===== src/hw/rtl/snes_pad_shift_reader_unit_macros.svh =====
// ----------------------------------------------------------------------------
// Assertion macros for the pad shift reader
// Shared concurrent assertion forms, compiled out when NO_ASSERTIONS is set.
// ----------------------------------------------------------------------------
`ifndef SNES_PAD_SHIFT_READER_UNIT_MACROS_SVH
`define SNES_PAD_SHIFT_READER_UNIT_MACROS_SVH
`ifndef NO_ASSERTIONS
`define SPSR_ASSERT_IMP(lbl, clk, rstn, ante, cons, msg) \
    lbl: assert property (@(posedge clk) disable iff (!(rstn)) (ante) |-> (cons)) \
        else $error(msg);
`define SPSR_ASSERT_NXT(lbl, clk, rstn, ante, cons, msg) \
    lbl: assert property (@(posedge clk) disable iff (!(rstn)) (ante) |=> (cons)) \
        else $error(msg);
`else
`define SPSR_ASSERT_IMP(lbl, clk, rstn, ante, cons, msg)
`define SPSR_ASSERT_NXT(lbl, clk, rstn, ante, cons, msg)
`endif
`endif


===== src/hw/rtl/spsr_pkg.sv =====
// ----------------------------------------------------------------------------
// Pad shift reader package
// Widths, codes and the poll record shared by the reader modules.
// ----------------------------------------------------------------------------
package spsr_pkg;

    localparam int LANES        = 4;
    localparam int LANE_W       = 2;
    localparam int MAX_PADS_DEF = 4;
    localparam int SLOTS_SNES   = 12;
    localparam int SLOTS_NES    = 8;
    localparam int SLOT_W       = 4;
    localparam int WORD_W       = 12;
    localparam int PADS_W       = 3;
    localparam int BIT_UP       = 4;
    localparam int BIT_DOWN     = 5;
    localparam int BIT_LEFT     = 6;
    localparam int BIT_RIGHT    = 7;
    localparam int QUEUE_DEPTH  = 2;
    localparam int CFG_IDX_W    = 1;
    localparam int CFG_DATA_W   = 3;

    typedef enum logic [1:0] {
        AXIS_ORIGIN = 2'd0,
        AXIS_HIGH   = 2'd1,
        AXIS_LOW    = 2'd2
    } axis_t;

    typedef enum logic [CFG_IDX_W-1:0] {
        REG_PAD_TYPE    = 1'b0,
        REG_PADS_IN_USE = 1'b1
    } cfg_reg_t;

    typedef enum logic {
        PAD_NES  = 1'b0,
        PAD_SNES = 1'b1
    } pad_type_t;

    typedef struct packed {
        pad_type_t         pad_type;
        logic [PADS_W-1:0] pads_in_use;
    } cfg_t;

    typedef struct packed {
        logic [LANES-1:0][WORD_W-1:0] words;
        logic [PADS_W-1:0]            npads;
    } poll_rec_t;

    typedef struct packed {
        logic push;
        logic full;
    } queue_wr_t;

endpackage


===== src/hw/rtl/spsr_front.sv =====
// ----------------------------------------------------------------------------
// Pad shift reader front end
// Accepts one sampled slot per request, builds the per-pad words and hands a
// finished poll to the queue.
// ----------------------------------------------------------------------------
module spsr_front #(
    parameter int MAX_PADS = spsr_pkg::MAX_PADS_DEF
) (
    input  logic                 aclk,
    input  logic                 aresetn,
    input  spsr_pkg::cfg_t       cfg,
    input  logic                 in_valid,
    output logic                 in_ready,
    input  logic [3:0]           data_levels,
    input  logic                 first_slot,
    output spsr_pkg::queue_wr_t  q_wr,
    input  logic                 q_full,
    output spsr_pkg::poll_rec_t  rec
);

    `include "snes_pad_shift_reader_unit_macros.svh"

    localparam int NLANES = (MAX_PADS < spsr_pkg::LANES) ? MAX_PADS : spsr_pkg::LANES;

    logic [spsr_pkg::WORD_W-1:0] shift_reg  [NLANES];
    logic [spsr_pkg::WORD_W-1:0] shift_next [NLANES];
    logic [spsr_pkg::SLOT_W-1:0] slot_count_reg, slot_count_next;

    logic [spsr_pkg::SLOT_W-1:0] slot_eff;
    logic [spsr_pkg::SLOT_W-1:0] nslots;
    logic [spsr_pkg::WORD_W-1:0] mask;
    logic [spsr_pkg::PADS_W-1:0] npads;
    logic                        ends_poll;
    logic                        accept;

    always_comb begin
        if (cfg.pads_in_use == '0) begin
            npads = spsr_pkg::PADS_W'(1);
        end else if (cfg.pads_in_use > spsr_pkg::PADS_W'(NLANES)) begin
            npads = spsr_pkg::PADS_W'(NLANES);
        end else begin
            npads = cfg.pads_in_use;
        end
    end

    assign nslots    = (cfg.pad_type == spsr_pkg::PAD_SNES) ?
                       spsr_pkg::SLOT_W'(spsr_pkg::SLOTS_SNES) :
                       spsr_pkg::SLOT_W'(spsr_pkg::SLOTS_NES);
    assign mask      = (cfg.pad_type == spsr_pkg::PAD_SNES) ?
                       {spsr_pkg::WORD_W{1'b1}} :
                       spsr_pkg::WORD_W'({spsr_pkg::SLOTS_NES{1'b1}});
    assign slot_eff  = first_slot ? '0 : slot_count_reg;
    assign ends_poll = ({1'b0, slot_eff} + 5'd1) >= {1'b0, nslots};
    assign in_ready  = !q_full;
    assign accept    = in_valid && in_ready;

    assign q_wr.push = accept && ends_poll;
    assign q_wr.full = q_full;

    always_comb begin
        logic [spsr_pkg::WORD_W-1:0] base;
        logic [spsr_pkg::WORD_W-1:0] built;
        rec.words       = '0;
        rec.npads       = npads;
        slot_count_next = slot_count_reg;
        for (int p = 0; p < NLANES; p++) begin
            base  = first_slot ? '0 : shift_reg[p];
            built = base;
            if (spsr_pkg::PADS_W'(p) < npads && !data_levels[p] &&
                slot_eff < spsr_pkg::SLOT_W'(spsr_pkg::SLOTS_SNES)) begin
                built = base | (spsr_pkg::WORD_W'(1) << slot_eff);
            end
            rec.words[p] = built & mask;
            shift_next[p] = shift_reg[p];
            if (accept) begin
                if (ends_poll && spsr_pkg::PADS_W'(p) < npads) begin
                    shift_next[p] = '0;
                end else if (ends_poll) begin
                    shift_next[p] = base;
                end else begin
                    shift_next[p] = built;
                end
            end
        end
        if (accept) begin
            slot_count_next = ends_poll ? '0 : slot_eff + spsr_pkg::SLOT_W'(1);
        end
    end

    always_ff @(posedge aclk) begin
        if (!aresetn) begin
            slot_count_reg <= '0;
            for (int p = 0; p < NLANES; p++) begin
                shift_reg[p] <= '0;
            end
        end else begin
            slot_count_reg <= slot_count_next;
            for (int p = 0; p < NLANES; p++) begin
                shift_reg[p] <= shift_next[p];
            end
        end
    end

    `SPSR_ASSERT_IMP(a_slot_range, aclk, aresetn, 1'b1,
        slot_count_reg < spsr_pkg::SLOT_W'(spsr_pkg::SLOTS_SNES),
        "slot counter ran past the longest poll")

endmodule


===== src/hw/rtl/spsr_queue.sv =====
// ----------------------------------------------------------------------------
// Pad shift reader poll queue
// Short queue of finished polls between the front end and the result builder.
// ----------------------------------------------------------------------------
module spsr_queue (
    input  logic                 aclk,
    input  logic                 aresetn,
    input  spsr_pkg::queue_wr_t  q_wr,
    input  spsr_pkg::poll_rec_t  rec_in,
    output logic                 full,
    input  logic                 pop,
    output logic                 head_valid,
    output spsr_pkg::poll_rec_t  head
);

    `include "snes_pad_shift_reader_unit_macros.svh"

    localparam int PTR_W = (spsr_pkg::QUEUE_DEPTH > 1) ? $clog2(spsr_pkg::QUEUE_DEPTH) : 1;
    localparam int CNT_W = $clog2(spsr_pkg::QUEUE_DEPTH + 1);

    spsr_pkg::poll_rec_t mem_reg [spsr_pkg::QUEUE_DEPTH];
    logic [PTR_W-1:0]    wr_ptr_reg, wr_ptr_next;
    logic [PTR_W-1:0]    rd_ptr_reg, rd_ptr_next;
    logic [CNT_W-1:0]    count_reg, count_next;
    logic                do_push;
    logic                do_pop;

    assign full       = count_reg == CNT_W'(spsr_pkg::QUEUE_DEPTH);
    assign head_valid = count_reg != '0;
    assign head       = mem_reg[rd_ptr_reg];
    assign do_push    = q_wr.push && !full;
    assign do_pop     = pop && head_valid;

    always_comb begin
        wr_ptr_next = wr_ptr_reg;
        rd_ptr_next = rd_ptr_reg;
        count_next  = count_reg;
        if (do_push) begin
            wr_ptr_next = (wr_ptr_reg == PTR_W'(spsr_pkg::QUEUE_DEPTH - 1)) ?
                          '0 : wr_ptr_reg + PTR_W'(1);
        end
        if (do_pop) begin
            rd_ptr_next = (rd_ptr_reg == PTR_W'(spsr_pkg::QUEUE_DEPTH - 1)) ?
                          '0 : rd_ptr_reg + PTR_W'(1);
        end
        if (do_push && !do_pop) begin
            count_next = count_reg + CNT_W'(1);
        end else if (do_pop && !do_push) begin
            count_next = count_reg - CNT_W'(1);
        end
    end

    always_ff @(posedge aclk) begin
        if (!aresetn) begin
            wr_ptr_reg <= '0;
            rd_ptr_reg <= '0;
            count_reg  <= '0;
        end else begin
            wr_ptr_reg <= wr_ptr_next;
            rd_ptr_reg <= rd_ptr_next;
            count_reg  <= count_next;
        end
    end

    always_ff @(posedge aclk) begin
        if (do_push) begin
            mem_reg[wr_ptr_reg] <= rec_in;
        end
    end

    `SPSR_ASSERT_IMP(a_count_bound, aclk, aresetn, 1'b1,
        count_reg <= CNT_W'(spsr_pkg::QUEUE_DEPTH),
        "poll queue count exceeds its depth")
    `SPSR_ASSERT_IMP(a_no_drop, aclk, aresetn, q_wr.push, !q_wr.full,
        "finished poll offered while the queue is full")

endmodule


===== src/hw/rtl/spsr_back.sv =====
// ----------------------------------------------------------------------------
// Pad shift reader result builder
// Walks the pads of the poll at the queue head, one result per cycle while
// the output is not stalled, and keeps the last reported word of every pad.
// ----------------------------------------------------------------------------
module spsr_back #(
    parameter int MAX_PADS = spsr_pkg::MAX_PADS_DEF
) (
    input  logic                          aclk,
    input  logic                          aresetn,
    input  logic                          head_valid,
    input  spsr_pkg::poll_rec_t           head,
    output logic                          pop,
    output logic                          out_valid,
    input  logic                          out_ready,
    output logic [1:0]                    pad_index,
    output logic [spsr_pkg::WORD_W-1:0]   buttons,
    output logic                          report,
    output logic                          noise,
    output spsr_pkg::axis_t               x_axis,
    output spsr_pkg::axis_t               y_axis,
    output logic                          last_pad
);

    `include "snes_pad_shift_reader_unit_macros.svh"

    localparam int NLANES = (MAX_PADS < spsr_pkg::LANES) ? MAX_PADS : spsr_pkg::LANES;
    localparam int IDX_W  = (NLANES > 1) ? $clog2(NLANES) : 1;

    logic [spsr_pkg::WORD_W-1:0] prev_reg [NLANES];
    logic [IDX_W-1:0]            pad_idx_reg, pad_idx_next;
    logic                        out_valid_reg, out_valid_next;
    logic [1:0]                  pad_index_reg;
    logic [spsr_pkg::WORD_W-1:0] buttons_reg;
    logic                        report_reg;
    logic                        noise_reg;
    spsr_pkg::axis_t             x_axis_reg;
    spsr_pkg::axis_t             y_axis_reg;
    logic                        last_pad_reg;

    logic [spsr_pkg::WORD_W-1:0] word;
    logic [spsr_pkg::WORD_W-1:0] stored;
    logic                        up, down, left, right;
    logic                        noisy, changed, is_last, load;
    spsr_pkg::axis_t             x_code, y_code;

    assign word    = head.words[spsr_pkg::LANE_W'(pad_idx_reg)];
    assign up      = word[spsr_pkg::BIT_UP];
    assign down    = word[spsr_pkg::BIT_DOWN];
    assign left    = word[spsr_pkg::BIT_LEFT];
    assign right   = word[spsr_pkg::BIT_RIGHT];
    assign noisy   = (up && down) || (left && right);
    assign changed = word != prev_reg[pad_idx_reg];
    assign stored  = noisy ? '0 : word;
    assign is_last = (spsr_pkg::PADS_W'(pad_idx_reg) + spsr_pkg::PADS_W'(1)) == head.npads;
    assign x_code  = left ? spsr_pkg::AXIS_HIGH : (right ? spsr_pkg::AXIS_LOW : spsr_pkg::AXIS_ORIGIN);
    assign y_code  = up ? spsr_pkg::AXIS_HIGH : (down ? spsr_pkg::AXIS_LOW : spsr_pkg::AXIS_ORIGIN);
    assign load    = head_valid && (!out_valid_reg || out_ready);
    assign pop     = load && is_last;

    always_comb begin
        pad_idx_next   = pad_idx_reg;
        out_valid_next = out_valid_reg;
        if (load) begin
            out_valid_next = 1'b1;
            pad_idx_next   = is_last ? '0 : pad_idx_reg + IDX_W'(1);
        end else if (out_ready) begin
            out_valid_next = 1'b0;
        end
    end

    always_ff @(posedge aclk) begin
        if (!aresetn) begin
            pad_idx_reg   <= '0;
            out_valid_reg <= 1'b0;
            for (int p = 0; p < NLANES; p++) begin
                prev_reg[p] <= '0;
            end
        end else begin
            pad_idx_reg   <= pad_idx_next;
            out_valid_reg <= out_valid_next;
            if (load) begin
                prev_reg[pad_idx_reg] <= stored;
            end
        end
    end

    always_ff @(posedge aclk) begin
        if (load) begin
            pad_index_reg <= 2'(pad_idx_reg);
            buttons_reg   <= stored;
            report_reg    <= changed && !noisy;
            noise_reg     <= noisy;
            x_axis_reg    <= x_code;
            y_axis_reg    <= y_code;
            last_pad_reg  <= is_last;
        end
    end

    assign out_valid = out_valid_reg;
    assign pad_index = pad_index_reg;
    assign buttons   = buttons_reg;
    assign report    = report_reg;
    assign noise     = noise_reg;
    assign x_axis    = x_axis_reg;
    assign y_axis    = y_axis_reg;
    assign last_pad  = last_pad_reg;

    `SPSR_ASSERT_IMP(a_noise_zero, aclk, aresetn, out_valid_reg && noise_reg,
        (buttons_reg == '0) && !report_reg,
        "noisy result carries buttons or a report")
    `SPSR_ASSERT_IMP(a_idx_range, aclk, aresetn, head_valid,
        spsr_pkg::PADS_W'(pad_idx_reg) < head.npads,
        "pad walk ran past the pads of the poll")

endmodule


===== src/hw/rtl/snes_pad_shift_reader_unit.sv =====
// ----------------------------------------------------------------------------
// NES/SNES pad shift reader
// Collects sampled data-line slots of up to four pads and reports each poll.
// ----------------------------------------------------------------------------
// Each request on the slave side is one sampled bit slot, so a slot may
// arrive every cycle. After the last slot of a poll (8 for NES, 12 for
// SNES) the finished words go into a two-entry queue, and the result
// builder then sends one result per pad in use, one per cycle unless
// m_tready is low, with tlast on the final pad. The slave side stalls
// only while that queue holds two finished polls.
module snes_pad_shift_reader_unit #(
    parameter int MAX_PADS = spsr_pkg::MAX_PADS_DEF
) (
    input  logic                           aclk,
    input  logic                           aresetn,
    input  logic                           cfg_wr_en,
    input  logic [spsr_pkg::CFG_IDX_W-1:0] cfg_index,
    input  logic [spsr_pkg::CFG_DATA_W-1:0] cfg_wdata,
    input  logic                           s_tvalid,
    output logic                           s_tready,
    input  logic [7:0]                     s_tdata,   // [3:0] data_levels, [7:4] zero
    input  logic                           s_tuser,   // [0] first_slot
    output logic                           m_tvalid,
    input  logic                           m_tready,
    output logic [23:0]                    m_tdata,   // [1:0] pad_index, [13:2] buttons,
                                                      // [14] report, [15] noise,
                                                      // [17:16] x_axis, [19:18] y_axis,
                                                      // [23:20] zero
    output logic                           m_tlast    // last_pad
);

    spsr_pkg::cfg_t      cfg_reg;
    spsr_pkg::queue_wr_t q_wr;
    spsr_pkg::poll_rec_t rec;
    spsr_pkg::poll_rec_t head;
    logic                q_full;
    logic                head_valid;
    logic                pop;
    logic [1:0]          pad_index;
    logic [spsr_pkg::WORD_W-1:0] buttons;
    logic                report;
    logic                noise;
    spsr_pkg::axis_t     x_axis;
    spsr_pkg::axis_t     y_axis;

    always_ff @(posedge aclk) begin
        if (!aresetn) begin
            cfg_reg.pad_type    <= spsr_pkg::PAD_SNES;
            cfg_reg.pads_in_use <= spsr_pkg::PADS_W'(1);
        end else if (cfg_wr_en) begin
            unique case (spsr_pkg::cfg_reg_t'(cfg_index))
                spsr_pkg::REG_PAD_TYPE: begin
                    cfg_reg.pad_type <= spsr_pkg::pad_type_t'(cfg_wdata[0]);
                end
                spsr_pkg::REG_PADS_IN_USE: begin
                    cfg_reg.pads_in_use <= cfg_wdata;
                end
                default: begin
                end
            endcase
        end
    end

    spsr_front #(
        .MAX_PADS (MAX_PADS)
    ) u_front (
        .aclk        (aclk),
        .aresetn     (aresetn),
        .cfg         (cfg_reg),
        .in_valid    (s_tvalid),
        .in_ready    (s_tready),
        .data_levels (s_tdata[3:0]),
        .first_slot  (s_tuser),
        .q_wr        (q_wr),
        .q_full      (q_full),
        .rec         (rec)
    );

    spsr_queue u_queue (
        .aclk       (aclk),
        .aresetn    (aresetn),
        .q_wr       (q_wr),
        .rec_in     (rec),
        .full       (q_full),
        .pop        (pop),
        .head_valid (head_valid),
        .head       (head)
    );

    spsr_back #(
        .MAX_PADS (MAX_PADS)
    ) u_back (
        .aclk       (aclk),
        .aresetn    (aresetn),
        .head_valid (head_valid),
        .head       (head),
        .pop        (pop),
        .out_valid  (m_tvalid),
        .out_ready  (m_tready),
        .pad_index  (pad_index),
        .buttons    (buttons),
        .report     (report),
        .noise      (noise),
        .x_axis     (x_axis),
        .y_axis     (y_axis),
        .last_pad   (m_tlast)
    );

    assign m_tdata = {4'b0000, y_axis, x_axis, noise, report, buttons, pad_index};

endmodule


===== config.mk =====
export PLATFORM = sky130hd
export DESIGN_NAME = snes_pad_shift_reader_unit
export DESIGN_NICKNAME = d
export VERILOG_FILES = /design/src/hw/rtl/spsr_pkg.sv /design/src/hw/rtl/spsr_front.sv /design/src/hw/rtl/spsr_queue.sv /design/src/hw/rtl/spsr_back.sv /design/src/hw/rtl/snes_pad_shift_reader_unit.sv
export VERILOG_INCLUDE_DIRS = /design/src /design/src/hw/rtl
export SDC_FILE = /design/constraint.sdc
export NUM_CORES = 1
export LEC_CHECK = 0
export BUFFER_PORTS_ARGS = -buffer_cell sky130_fd_sc_hd__buf_4
export CAP_MARGIN = 15
export CORE_ASPECT_RATIO = 2
export CORE_MARGIN = 8
export CORE_UTILIZATION = 26
export CTS_CLUSTER_SIZE = 25
export DETAILED_ROUTE_END_ITERATION = 16
export GPL_TIMING_DRIVEN = 0
export PLACE_DENSITY = 0.46
export RECOVER_POWER = 100
export SYNTH_ARGS = -nofsm -noshare
export SYNTH_HDL_FRONTEND = slang
export SYNTH_SLANG_ARGS = --single-unit

===== constraint.sdc =====
create_clock -name aclk -period 19.05 [get_ports aclk]
set_input_delay 1.905 -clock aclk [delete_from_list [all_inputs] [get_ports aclk]]
set_output_delay 1.905 -clock aclk [all_outputs]
set_load 0.02 [all_outputs]

==> flow_metrics.env, run 1 <==
export IMPL_cts_tree="yes"
export IMPL_path_max_fanout=28
export IMPL_failed_checks="max-capacitance violations, max-slew violations"
export IMPL_avgSynthCellArea_um2=13.29
export IMPL_synthTopCellsByArea="edfxtp_1 (49%), dfxtp_1 (13%), mux4_2 (5.6%)"
export IMPL_max_cap_violations=2
export IMPL_combPwrFrac=0.032
export IMPL_antenna_found_initial=0
export IMPL_p_leak_nw=3.652
export IMPL_critical_path_class="in2reg"
export IMPL_cp_common_cell="clkbuf_1"
export IMPL_die_w_um=158.1
export IMPL_netlist_area_um2=10500
export IMPL_hold_path_depth=2
export IMPL_grt_max_degree=29
export IMPL_die_y_um=300.2
export IMPL_cp_data_required_time_ns=19.17
export IMPL_routed_wl_mm=29.34
export IMPL_place_area_um2=11520
export IMPL_grt_use_total=0.1245
export IMPL_swShare=0.2159
export IMPL_syn2layout_area_growth_pct=14.73
export IMPL_ys_seq_area_frac=0.6150
export IMPL_portBuffers=34
export IMPL_cts_sinks=237
export IMPL_cp_slowest_stage_delay_ns=1.27
export IMPL_p_int_w=0.0008208
export IMPL_cts_resized=0
export IMPL_skew_ns=0.009442
export IMPL_min_period_ns=7.309
export IMPL_whs_endpoint="u_front.shift_reg[3][6]$_SDFFE_PN0P_"
export IMPL_reg2regPathDepth=11
export IMPL_path_cells="clkbuf_1 -> clkbuf_1 -> clkbuf_1 -> nor2_1 -> ha_1 -> inv_1 -> ha_1 -> nand2b_1 -> a21oi_1 -> nor3_1 -> and3_1 -> clkbuf_1"
export IMPL_powerDensity_nw_per_um2=86.92
export IMPL_yosysWarnings=0
export IMPL_dp_hpwl_mm=22.06
export IMPL_nFillCells=4196
export IMPL_synth_seq_cells=237
export IMPL_r2r_start="u_front.slot_count_reg[2]$_SDFFE_PN0P_"
export IMPL_min_path_type="reg2reg"
export IMPL_final_cell_mix="edfxtp_1 (171), clkbuf_1 (79), nor2_1 (66), dfxtp_1 (66)"
export IMPL_finalHoldViolations=0
export IMPL_drt_iter0_drc=373
export IMPL_cts_root_buffer="clkbuf_16"
export IMPL_critPathArrivalTime_ns=7.43
export IMPL_io_pins=45
export IMPL_post_cts_buffers=0
export IMPL_rrSetupSlack_ns=13.31
export IMPL_max_vdd_ir_drop_mv=0.05073
export IMPL_post_route_period_util=0.3837
export IMPL_avgViaCountPerCell=4.703
export IMPL_wl_per_cell_um=20.86
export IMPL_antenna_cells=0
export IMPL_drive_above_1_share=0.1187
export IMPL_vias=6612
export IMPL_largest_register_ffs=102
export IMPL_rr_endpoint="u_queue.mem_reg[1][37]$_DFFE_PP_"
export IMPL_insertion_delay_ns=0.53
export IMPL_yosys_most_used_dff="edfxtp_1"
export IMPL_cp_end_kind="flip-flop"
export IMPL_ant_nets=0
export IMPL_setup_tns_ns=0
export IMPL_async_flop_share=0
export IMPL_drc=0
export IMPL_dieArea_um2=47450
export IMPL_hold_worst_slack_ns=0.4650
export IMPL_synth_area_leader_cell="edfxtp_1"
export IMPL_rsz0062_at_grt="false"
export IMPL_grt_pass1_wl_mm=43.70
export IMPL_synthCells=790
export IMPL_cp_slowest_cell="clkbuf_1"
export IMPL_setup_viol=0
export IMPL_design_area_um2=12040
export IMPL_seq_power_share=0.529
export IMPL_dr_pass1_iters=5
export IMPL_fin_util=0.3005
export IMPL_nets=882
export IMPL_synth_cell_type_count=58
export IMPL_min_from="u_front.shift_reg[3][6]$_SDFFE_PN0P_"
export IMPL_cts_inserted_buffers=23
export IMPL_core_um2=40080
export IMPL_fmax_ghz=0.1368
export IMPL_cts_clk_slew_worst_paths_ns=0.06
export IMPL_switchingPower_w=0.0002261
export IMPL_start_util=0.2619
export IMPL_h_tree_depth=1
export IMPL_netlist_area_leader_share=0.4892
export IMPL_core_rowCount=104
export IMPL_final_common_cell="edfxtp_1"
export IMPL_hold_buffers=0
export IMPL_startpoint_type="input port"
export IMPL_grt_pass1_vias=7028
export IMPL_gp_routability_congestion=0.8593
export IMPL_worstMarginPinSlew_ns=2.164
export IMPL_status="complete, but fails checks"
export IMPL_cts_buffer_depth=3
export IMPL_synth_edff_count=171
export IMPL_clockPowerShare=0.439
export IMPL_slew_violations=42
export IMPL_overflow=0
export IMPL_slew_headroom=-0.4582
[worst max-delay path, delay by kind of cell]
family	cells	cell delay [ns]
AOI/OAI and AO/OA	1	0.13
adders and majority gates	2	0.62
buffers and inverters	5	2.31
and+or+nand+nor	4	2.42
[layer usage]
| layer | global-route usage | wire [um] | vias up |
|---|---|---|---|
| met1 | 0.1140 | 9851 | 3321 |
| met4 | 0.04422 | 833 | 0 |
| li1 | - | - | 3094 |
| met3 | 0.01668 | 1166 | 44 |
| met5 | 0 | 0 | - |
| met2 | 0.2619 | 17490 | 153 |
[metrics by stage]
step | setup WS, ns | power (W) | instances
global route | 11.36 | 0.001080 | 1406
global placement | 8.103 | 0.0005994 | 1357
floorplan | 11.30 | 0.0005844 | 793
detailed placement | 13.07 | 0.0005997 | 1363
finish | 11.74 | 0.001047 | 1406
CTS | 13.61 | 0.001060 | 1405
[synth_stat cells, types with 11 or more instances]
cell type,count
edfxtp_1,171
dfxtp_1,66
nor2_1,66
nand2_1,43
nor2b_1,43
clkbuf_1,35
o2bb2ai_1,28
mux4_2,26
nand3_1,26
a22oi_1,25
inv_1,23
and2_1,21
a21boi_0,18
a22o_1,15
mux2i_1,15
o21ai_0,14
xnor2_1,14
a32oi_1,11
[worst max-delay path by stage]
| stage | start | cells after the start | slack [ns] | end |
|---|---|---|---|---|
| 6_report | s_tuser | 12 | 11.74 | u_queue.mem_reg[1][37]$_DFFE_PP_ |
| 2_1_floorplan | s_tuser | 10 | 11.30 | u_queue.mem_reg[0][0]$_DFFE_PP_ |
| 3_5_place_dp | s_tuser | 12 | 13.07 | u_queue.mem_reg[1][38]$_DFFE_PP_ |
| 4_1_cts | s_tuser | 12 | 13.61 | u_queue.mem_reg[1][36]$_DFFE_PP_ |
| 5_1_grt | s_tuser | 12 | 11.36 | u_queue.mem_reg[1][37]$_DFFE_PP_ |
| 3_3_place_gp | s_tuser | 11 | 8.10 | u_queue.mem_reg[0][38]$_DFFE_PP_ |
[final cells by class]
type                    count  area (um2)  area share
plain buffers              56       286.5     0.02379
clock buffers              32       629.4     0.05225
flip-flops and latches    237        6456      0.5360
clock inverters            10       107.6    0.008934
repair buffers             41       192.7     0.01600
well taps                 530       663.1     0.05506
multi-input cells         477        3622      0.3007
inverters                  23       86.33    0.007168
[power groups by stage]
stage	clock network (W)	registers, W	logic, W
3_3_place_gp	0	0.000565	0.0000343
6_report	0.000459	0.000554	0.0000338
2_1_floorplan	0	0.000564	0.0000202
5_1_grt	0.000489	0.000554	0.0000364
4_1_cts	0.000471	0.000554	0.0000345
3_5_place_dp	0	0.000565	0.0000344
[logic make-up after synthesis]
logic type	share of synthesized area
adders and majority gates	0.005959
muxes	0.09940
buffers and inverters	0.03623
other	0.0003572
and+or+nand+nor	0.1219
AOI/OAI and AO/OA	0.1061
DFF	0.6150
xor gates and xnor gates	0.01502
Power figures use the tool's default switching activity.
==> inputs of run 2 (changes only) <==
Settings changed: ABC_AREA set to 1.
Clock period 19.05 ns to 7.6 ns, I/O delays scaled along.
==> run 2 against run 1 <==
Compared with the run above:
- the flow still finishes with violations (max-capacitance violations, max-slew violations)
- wire length rose by 7.2%
- flip-flop and latch count did not move
- cell area rose by 3.4%
- clock-buffer cell count did not move
- synthesized area rose by 3.3%
- synthesized cell count rose by 53%
- cell count rose by 31%
- sequential share of layout area fell by 1.8 points
- global-route usage rose by 0.20 points
- largest power group unchanged
- highest routed layer unchanged
==> flow_metrics.env, run 2 <==
export IMPL_synthTopCellsByArea="edfxtp_1 (47%), dfxtp_1 (12%), nand2_1 (12%)"
export IMPL_dp_hpwl_mm=22.65
export IMPL_dr_pass1_iters=5
export IMPL_synth_most_common_cell="nand2_1"
export IMPL_gp_routability_congestion=0.8182
export IMPL_skew_ns=0.01869
export IMPL_syn2layout_area_growth_pct=14.81
export IMPL_path_max_fanout=30
export IMPL_startpoint_type="input port"
export IMPL_worstMarginPinSlew_ns=2.078
export IMPL_p_int_w=0.002160
export IMPL_switchingPower_w=0.0006279
export IMPL_synth_edff_count=171
export IMPL_largest_register_ffs=102
export IMPL_cp_data_required_time_ns=7.82
export IMPL_slew_headroom=-0.3905
export IMPL_max_cap_violations=2
export IMPL_grt_pass1_vias=8066
export IMPL_final_cell_mix="nand2_1 (343), edfxtp_1 (171), nor2_1 (163)"
export IMPL_max_vdd_ir_drop_mv=0.1881
export IMPL_nFillCells=4393
export IMPL_drt_iter0_drc=606
export IMPL_avgSynthCellArea_um2=8.977
export IMPL_combPwrFrac=0.048
export IMPL_overflow=0
export IMPL_min_period_ns=5.135
export IMPL_nets=1300
export IMPL_grt_max_degree=31
export IMPL_swShare=0.2252
export IMPL_grt_use_total=0.1265
export IMPL_clockPowerShare=0.450
export IMPL_multi_input_area_um2=3407
export IMPL_drive_above_1_share=0.07787
export IMPL_core_um2=41510
export IMPL_rsz0062_at_grt="false"
export IMPL_setup_tns_ns=0
export IMPL_instances_no_fill=1837
export IMPL_antenna_found_initial=0
export IMPL_cts_resized=0
export IMPL_cp_end_kind="flip-flop"
export IMPL_cts_sinks=237
export IMPL_critical_path_class="in2reg"
export IMPL_seq_area_um2=6456
export IMPL_netlist_area_leader_share=0.4735
export IMPL_synth_common_cells="nand2_1 (335), edfxtp_1 (171), nor2_1 (155), inv_1 (123), a21oi_1 (67)"
export IMPL_cts_inserted_buffers=26
export IMPL_yosys_most_used_dff="edfxtp_1"
export IMPL_portBuffers=35
export IMPL_cts_clk_slew_worst_paths_ns=0.06
export IMPL_failed_checks="max-capacitance violations, max-slew violations"
export IMPL_synth_area_leader_cell="edfxtp_1"
export IMPL_synth_cell_type_count=38
export IMPL_cts_root_buffer="clkbuf_16"
export IMPL_async_flop_share=0
export IMPL_yosysWarnings=0
export IMPL_p_leak_nw=4.709
export IMPL_min_path_type="reg2reg"
export IMPL_io_pins=45
export IMPL_fmax_ghz=0.1947
export IMPL_finalHoldViolations=0
export IMPL_cts_buffer_depth=3
export IMPL_drc=0
export IMPL_insertion_delay_ns=0.54
export IMPL_cts_tree="yes"
export IMPL_final_common_cell="nand2_1"
export IMPL_seq_power_share=0.503
export IMPL_critPathArrivalTime_ns=5.35
export IMPL_vias=8236
export IMPL_dieArea_um2=48900
export IMPL_wl_per_cell_um=17.13
export IMPL_antenna_cells=0
export IMPL_die_w_um=160.4
export IMPL_routed_wl_mm=31.46
export IMPL_netlist_area_um2=10840
export IMPL_synthCells=1208
export IMPL_setup_viol=0
export IMPL_status="complete, but fails checks"
export IMPL_core_rowCount=106
export IMPL_slew_violations=47
export IMPL_dp_cells=1789
export IMPL_post_route_period_util=0.6757
export IMPL_start_util=0.2612
export IMPL_grt_pass1_wl_mm=47.96
export IMPL_ys_seq_area_frac=0.5954
export IMPL_die_y_um=304.8
export IMPL_synth_seq_cells=237
export IMPL_post_cts_buffers=0
export IMPL_avgViaCountPerCell=4.483
export IMPL_ant_nets=0
export IMPL_hold_buffers=0
export IMPL_powerDensity_nw_per_um2=223.9
export IMPL_h_tree_depth=1
[run 2: changes by cell type in the layout (fill, tap and decap cells not counted), moves of 37 or more]
| cell | change |
|---|---|
| a21oi_1 | +58 |
| inv_1 | +103 |
| nand2_1 | +300 |
| nand3_1 | +37 |
| nor2_1 | +97 |
| nor2b_1 | -43 |
| o21ai_0 | +65 |
[run 2: per-stage QoR]
stage / worst slack (ns) / hold slack, ns / total power, W / cell area, um2 / utilization
after global placement: 0.9985 / 0.4524 / 0.001570 / 11790 / 0.2841
after floorplan: 2.909 / 0.4453 / 0.001517 / 10860 / -
after detailed placement: 3.760 / 0.4561 / 0.001573 / 11880 / 0.2861
after CTS: 4.327 / 0.4654 / 0.002832 / 12730 / 0.3066
final: 2.465 / 0.4646 / 0.002788 / 12450 / 0.2999
after global routing: 2.160 / 0.4816 / 0.002884 / 12450 / 0.2999
[run 2: kinds of logic (layout without fill, tap and decap cells)]
family / count (synthesis) / after routing / share of synthesized area
simple gates: 585 / 585 / 0.2248
fa+ha+maj: 5 / 5 / 0.005769
xor+xnor: 4 / 4 / 0.003231
other cells: 1 / 4 / 0.0003458
compound gates: 174 / 174 / 0.08677
flops: 237 / 237 / 0.5954
buf+inv: 201 / 287 / 0.08284
mux: 1 / 1 / 0.0009231
[run 2: final timing paths]
check,startpoint,endpoint,slack (ns),depth (start not counted)
hold reg to reg,u_front.shift_reg[0][11]$_SDFFE_PN0P_,u_front.shift_reg[0][11]$_SDFFE_PN0P_,0.46,2
setup reg to reg,u_front.slot_count_reg[0]$_SDFFE_PN0P_,u_queue.mem_reg[1][16]$_DFFE_PP_,3.06,12
hold / removal,u_front.shift_reg[0][11]$_SDFFE_PN0P_,u_front.shift_reg[0][11]$_SDFFE_PN0P_,0.46,2
setup / recovery,s_tuser,u_queue.mem_reg[1][16]$_DFFE_PP_,2.46,14
[run 2: final cells by class]
type,instances,area share
plain buffers,59,0.02452
clock buffers,32,0.05738
clock inverters,16,0.01085
inverters,142,0.04341
multi-input cells,773,0.2736
flip-flops and latches,237,0.5185
well taps,540,0.05427
repair buffers,38,0.01739
[run 2: per-layer routing]
| metal | up-vias | share of wire | global-route usage | wire length [um] |
|---|---|---|---|---|
| li1 | 4047 | - | - | - |
| met1 | 3927 | 0.44 | 0.1590 | 13800 |
| met2 | 216 | 0.49 | 0.2166 | 15300 |
| met3 | 46 | 0.046 | 0.01850 | 1434 |
| met4 | 0 | 0.029 | 0.04367 | 922 |
| met5 | - | 0 | 0 | 0 |
[run 2: power by group through the flow]
stage                     combinational (W)  sequential, W  clock [W]
final                              0.000133        0.00140    0.00125
after global placement             0.000141        0.00143          0
after CTS                          0.000145        0.00140    0.00129
after global routing               0.000147        0.00140    0.00133
after detailed placement           0.000144        0.00143          0
after floorplan                   0.0000884        0.00143          0
[run 2: worst max-delay path: stages]
cell        delay [ns]
clkbuf_1          0.47
clkinvlp_2        0.25
nand2_1           0.22
nor2_1            0.15
ha_1              0.32
inv_1             0.04
ha_1              0.26
nand2_1           0.06
nand3_2           0.09
nand2_1           0.27
nor2_1            0.39
inv_1             0.17
nor2_1            1.55
buf_12            0.31
==> inputs of run 3 (changes only) <==
Settings changed: ABC_AREA 1 to 0.
Clock period 7.6 ns to 5.03 ns, I/O delays scaled along.
==> run 3 against run 2 <==
Compared with the run above:
- the flow now finishes without violations
- die area fell by 3.0%
- clock skew rose by 0.0069 ns
- combinational power barely moved
- flip-flop and latch count did not move
- wire length fell by 7.2%
- clock power rose by 36%
- global-route usage fell by 0.15 points
- cell area fell by 2.9%
==> flow_metrics.env, run 3 (synthesis results as in run 1) <==
export IMPL_core_rowCount=104
export IMPL_p_leak_nw=3.664
export IMPL_post_cts_buffers=0
export IMPL_antenna_cells=0
export IMPL_dp_cells=1362
export IMPL_core_um2=40080
export IMPL_dp_hpwl_mm=22.10
export IMPL_seq_area_um2=6456
export IMPL_cp_data_required_time_ns=5.23
export IMPL_final_cell_mix="edfxtp_1 (171), clkbuf_1 (69), nor2_1 (66), dfxtp_1 (66)"
export IMPL_insertion_delay_ns=0.53
export IMPL_cts_sinks=237
export IMPL_drc=0
export IMPL_start_util=0.2619
export IMPL_die_w_um=158.1
export IMPL_cts_inserted_buffers=23
export IMPL_largest_register_ffs=102
export IMPL_die_y_um=300.2
export IMPL_slew_violations=0
export IMPL_gp_routability_congestion=0.8549
export IMPL_cp_end_kind="flip-flop"
export IMPL_overflow=0
export IMPL_fmax_ghz=0.2313
export IMPL_path_max_fanout=29
export IMPL_post_route_period_util=0.8595
export IMPL_min_period_ns=4.323
export IMPL_vias=6588
export IMPL_cts_root_buffer="clkbuf_16"
export IMPL_multi_input_area_um2=3638
export IMPL_dieArea_um2=47450
export IMPL_cts_clk_slew_worst_paths_ns=0.06
export IMPL_max_vdd_ir_drop_mv=0.1882
export IMPL_grt_use_total=0.1250
export IMPL_portBuffers=34
export IMPL_skew_ns=0.02555
export IMPL_drt_iter0_drc=321
export IMPL_setup_viol=0
export IMPL_setup_tns_ns=0
export IMPL_avgViaCountPerCell=4.689
export IMPL_reg2regPathDepth=11
export IMPL_cts_buffer_depth=3
export IMPL_worstMarginPinSlew_ns=1.191
export IMPL_max_cap_violations=0
export IMPL_powerDensity_nw_per_um2=324.9
export IMPL_drive_above_1_share=0.1280
export IMPL_critical_path_class="in2reg"
export IMPL_finalHoldViolations=0
export IMPL_instances_no_fill=1405
export IMPL_grt_pass1_wl_mm=44.14
export IMPL_io_pins=45
export IMPL_cts_tree="yes"
export IMPL_startpoint_type="input port"
export IMPL_min_path_type="in2reg"
export IMPL_grt_max_degree=30
export IMPL_h_tree_depth=1
export IMPL_slew_headroom=0.2062
export IMPL_syn2layout_area_growth_pct=15.15
export IMPL_antenna_found_initial=0
export IMPL_status="completed"
export IMPL_routed_wl_mm=29.18
export IMPL_critPathArrivalTime_ns=4.53
export IMPL_ant_nets=0
export IMPL_rsz0062_at_grt="false"
export IMPL_final_common_cell="edfxtp_1"
export IMPL_hold_path_depth=3
export IMPL_grt_pass1_vias=6974
export IMPL_dr_pass1_iters=5
export IMPL_wl_per_cell_um=20.77
export IMPL_hold_buffers=0
export IMPL_nFillCells=4173
export IMPL_cts_resized=0
export IMPL_nets=881
## run 3: changes by cell type in the layout (fill, tap and decap cells not counted), sizes merged, moves of 28 or more
| cell | delta |
|---|---|
| a21oi | -59 |
| nor2 | -102 |
| nand2 | -302 |
| inv | -115 |
| o2bb2ai | +28 |
| o21ai | -69 |
| nand3 | -40 |
| mux4 | +30 |
| nor2b | +43 |
## run 3: layer usage
metal  up-vias  part of all wire  global-route usage  wire length (um)
met5         -                 0                   0                 0
met4         0             0.035             0.05708              1024
met3        56             0.041             0.01927              1202
met2       169              0.60              0.2562             17470
met1      3252              0.33              0.1135              9488
li1       3111                 -                   -                 -
## run 3: area by class of cell
type,count,share of cell area
tap,530,0.05486
inverter,23,0.007142
clock buffer,26,0.04855
timing repair buffer,40,0.01915
clock inverter,16,0.01149
multi-input combinational,477,0.3010
sequential,237,0.5341
buffer,56,0.02370
## run 3: worst paths after layout
check                                                       startpoint                              endpoint  slack (ns)
worst max-delay path                                           s_tuser      u_queue.mem_reg[1][11]$_DFFE_PP_        0.71
worst min-delay path                                      cfg_wdata[0]               cfg_reg[3]$_SDFFE_PN1P_        0.24
worst max register to register  u_front.slot_count_reg[2]$_SDFFE_PN0P_      u_queue.mem_reg[1][11]$_DFFE_PP_        0.73
worst min register to register    u_front.shift_reg[0][6]$_SDFFE_PN0P_  u_front.shift_reg[0][6]$_SDFFE_PN0P_        0.46
## run 3: stage by stage
stage | setup slack [ns] | power [W] | hold WS (ns) | cell area, um2 | util
3_5_place_dp | 0.5448 | 0.002272 | 0.4578 | 11520 | 0.2876
3_3_place_gp | -1.927 | 0.002271 | 0.4502 | 11430 | 0.2852
6_report | 0.7068 | 0.003928 | 0.2399 | 12090 | 0.3016
4_1_cts | 1.080 | 0.003991 | 0.2245 | 12250 | 0.3057
5_1_grt | 0.4198 | 0.004057 | 0.2457 | 12090 | 0.3016
2_1_floorplan | 0.2671 | 0.002213 | 0.4314 | 10510 | -
## run 3: worst max-delay path, stage by stage
cell and delay [ns]:
buf_4 0.09, clkbuf_1 0.36, buf_1 0.44, nor2_1 0.14
ha_1 0.31, inv_1 0.05, ha_1 0.31, nand2b_1 0.18
a21oi_1 0.14, nor3_2 0.63, and3_1 1.05, buf_12 0.29
## run 3: where the power goes
| part | switching (W) | internal, W |
|---|---|---|
| Sequential | 0.00000736 | 0.00209 |
| Clock | 0.000753 | 0.000947 |
| Combinational | 0.0000936 | 0.0000363 |
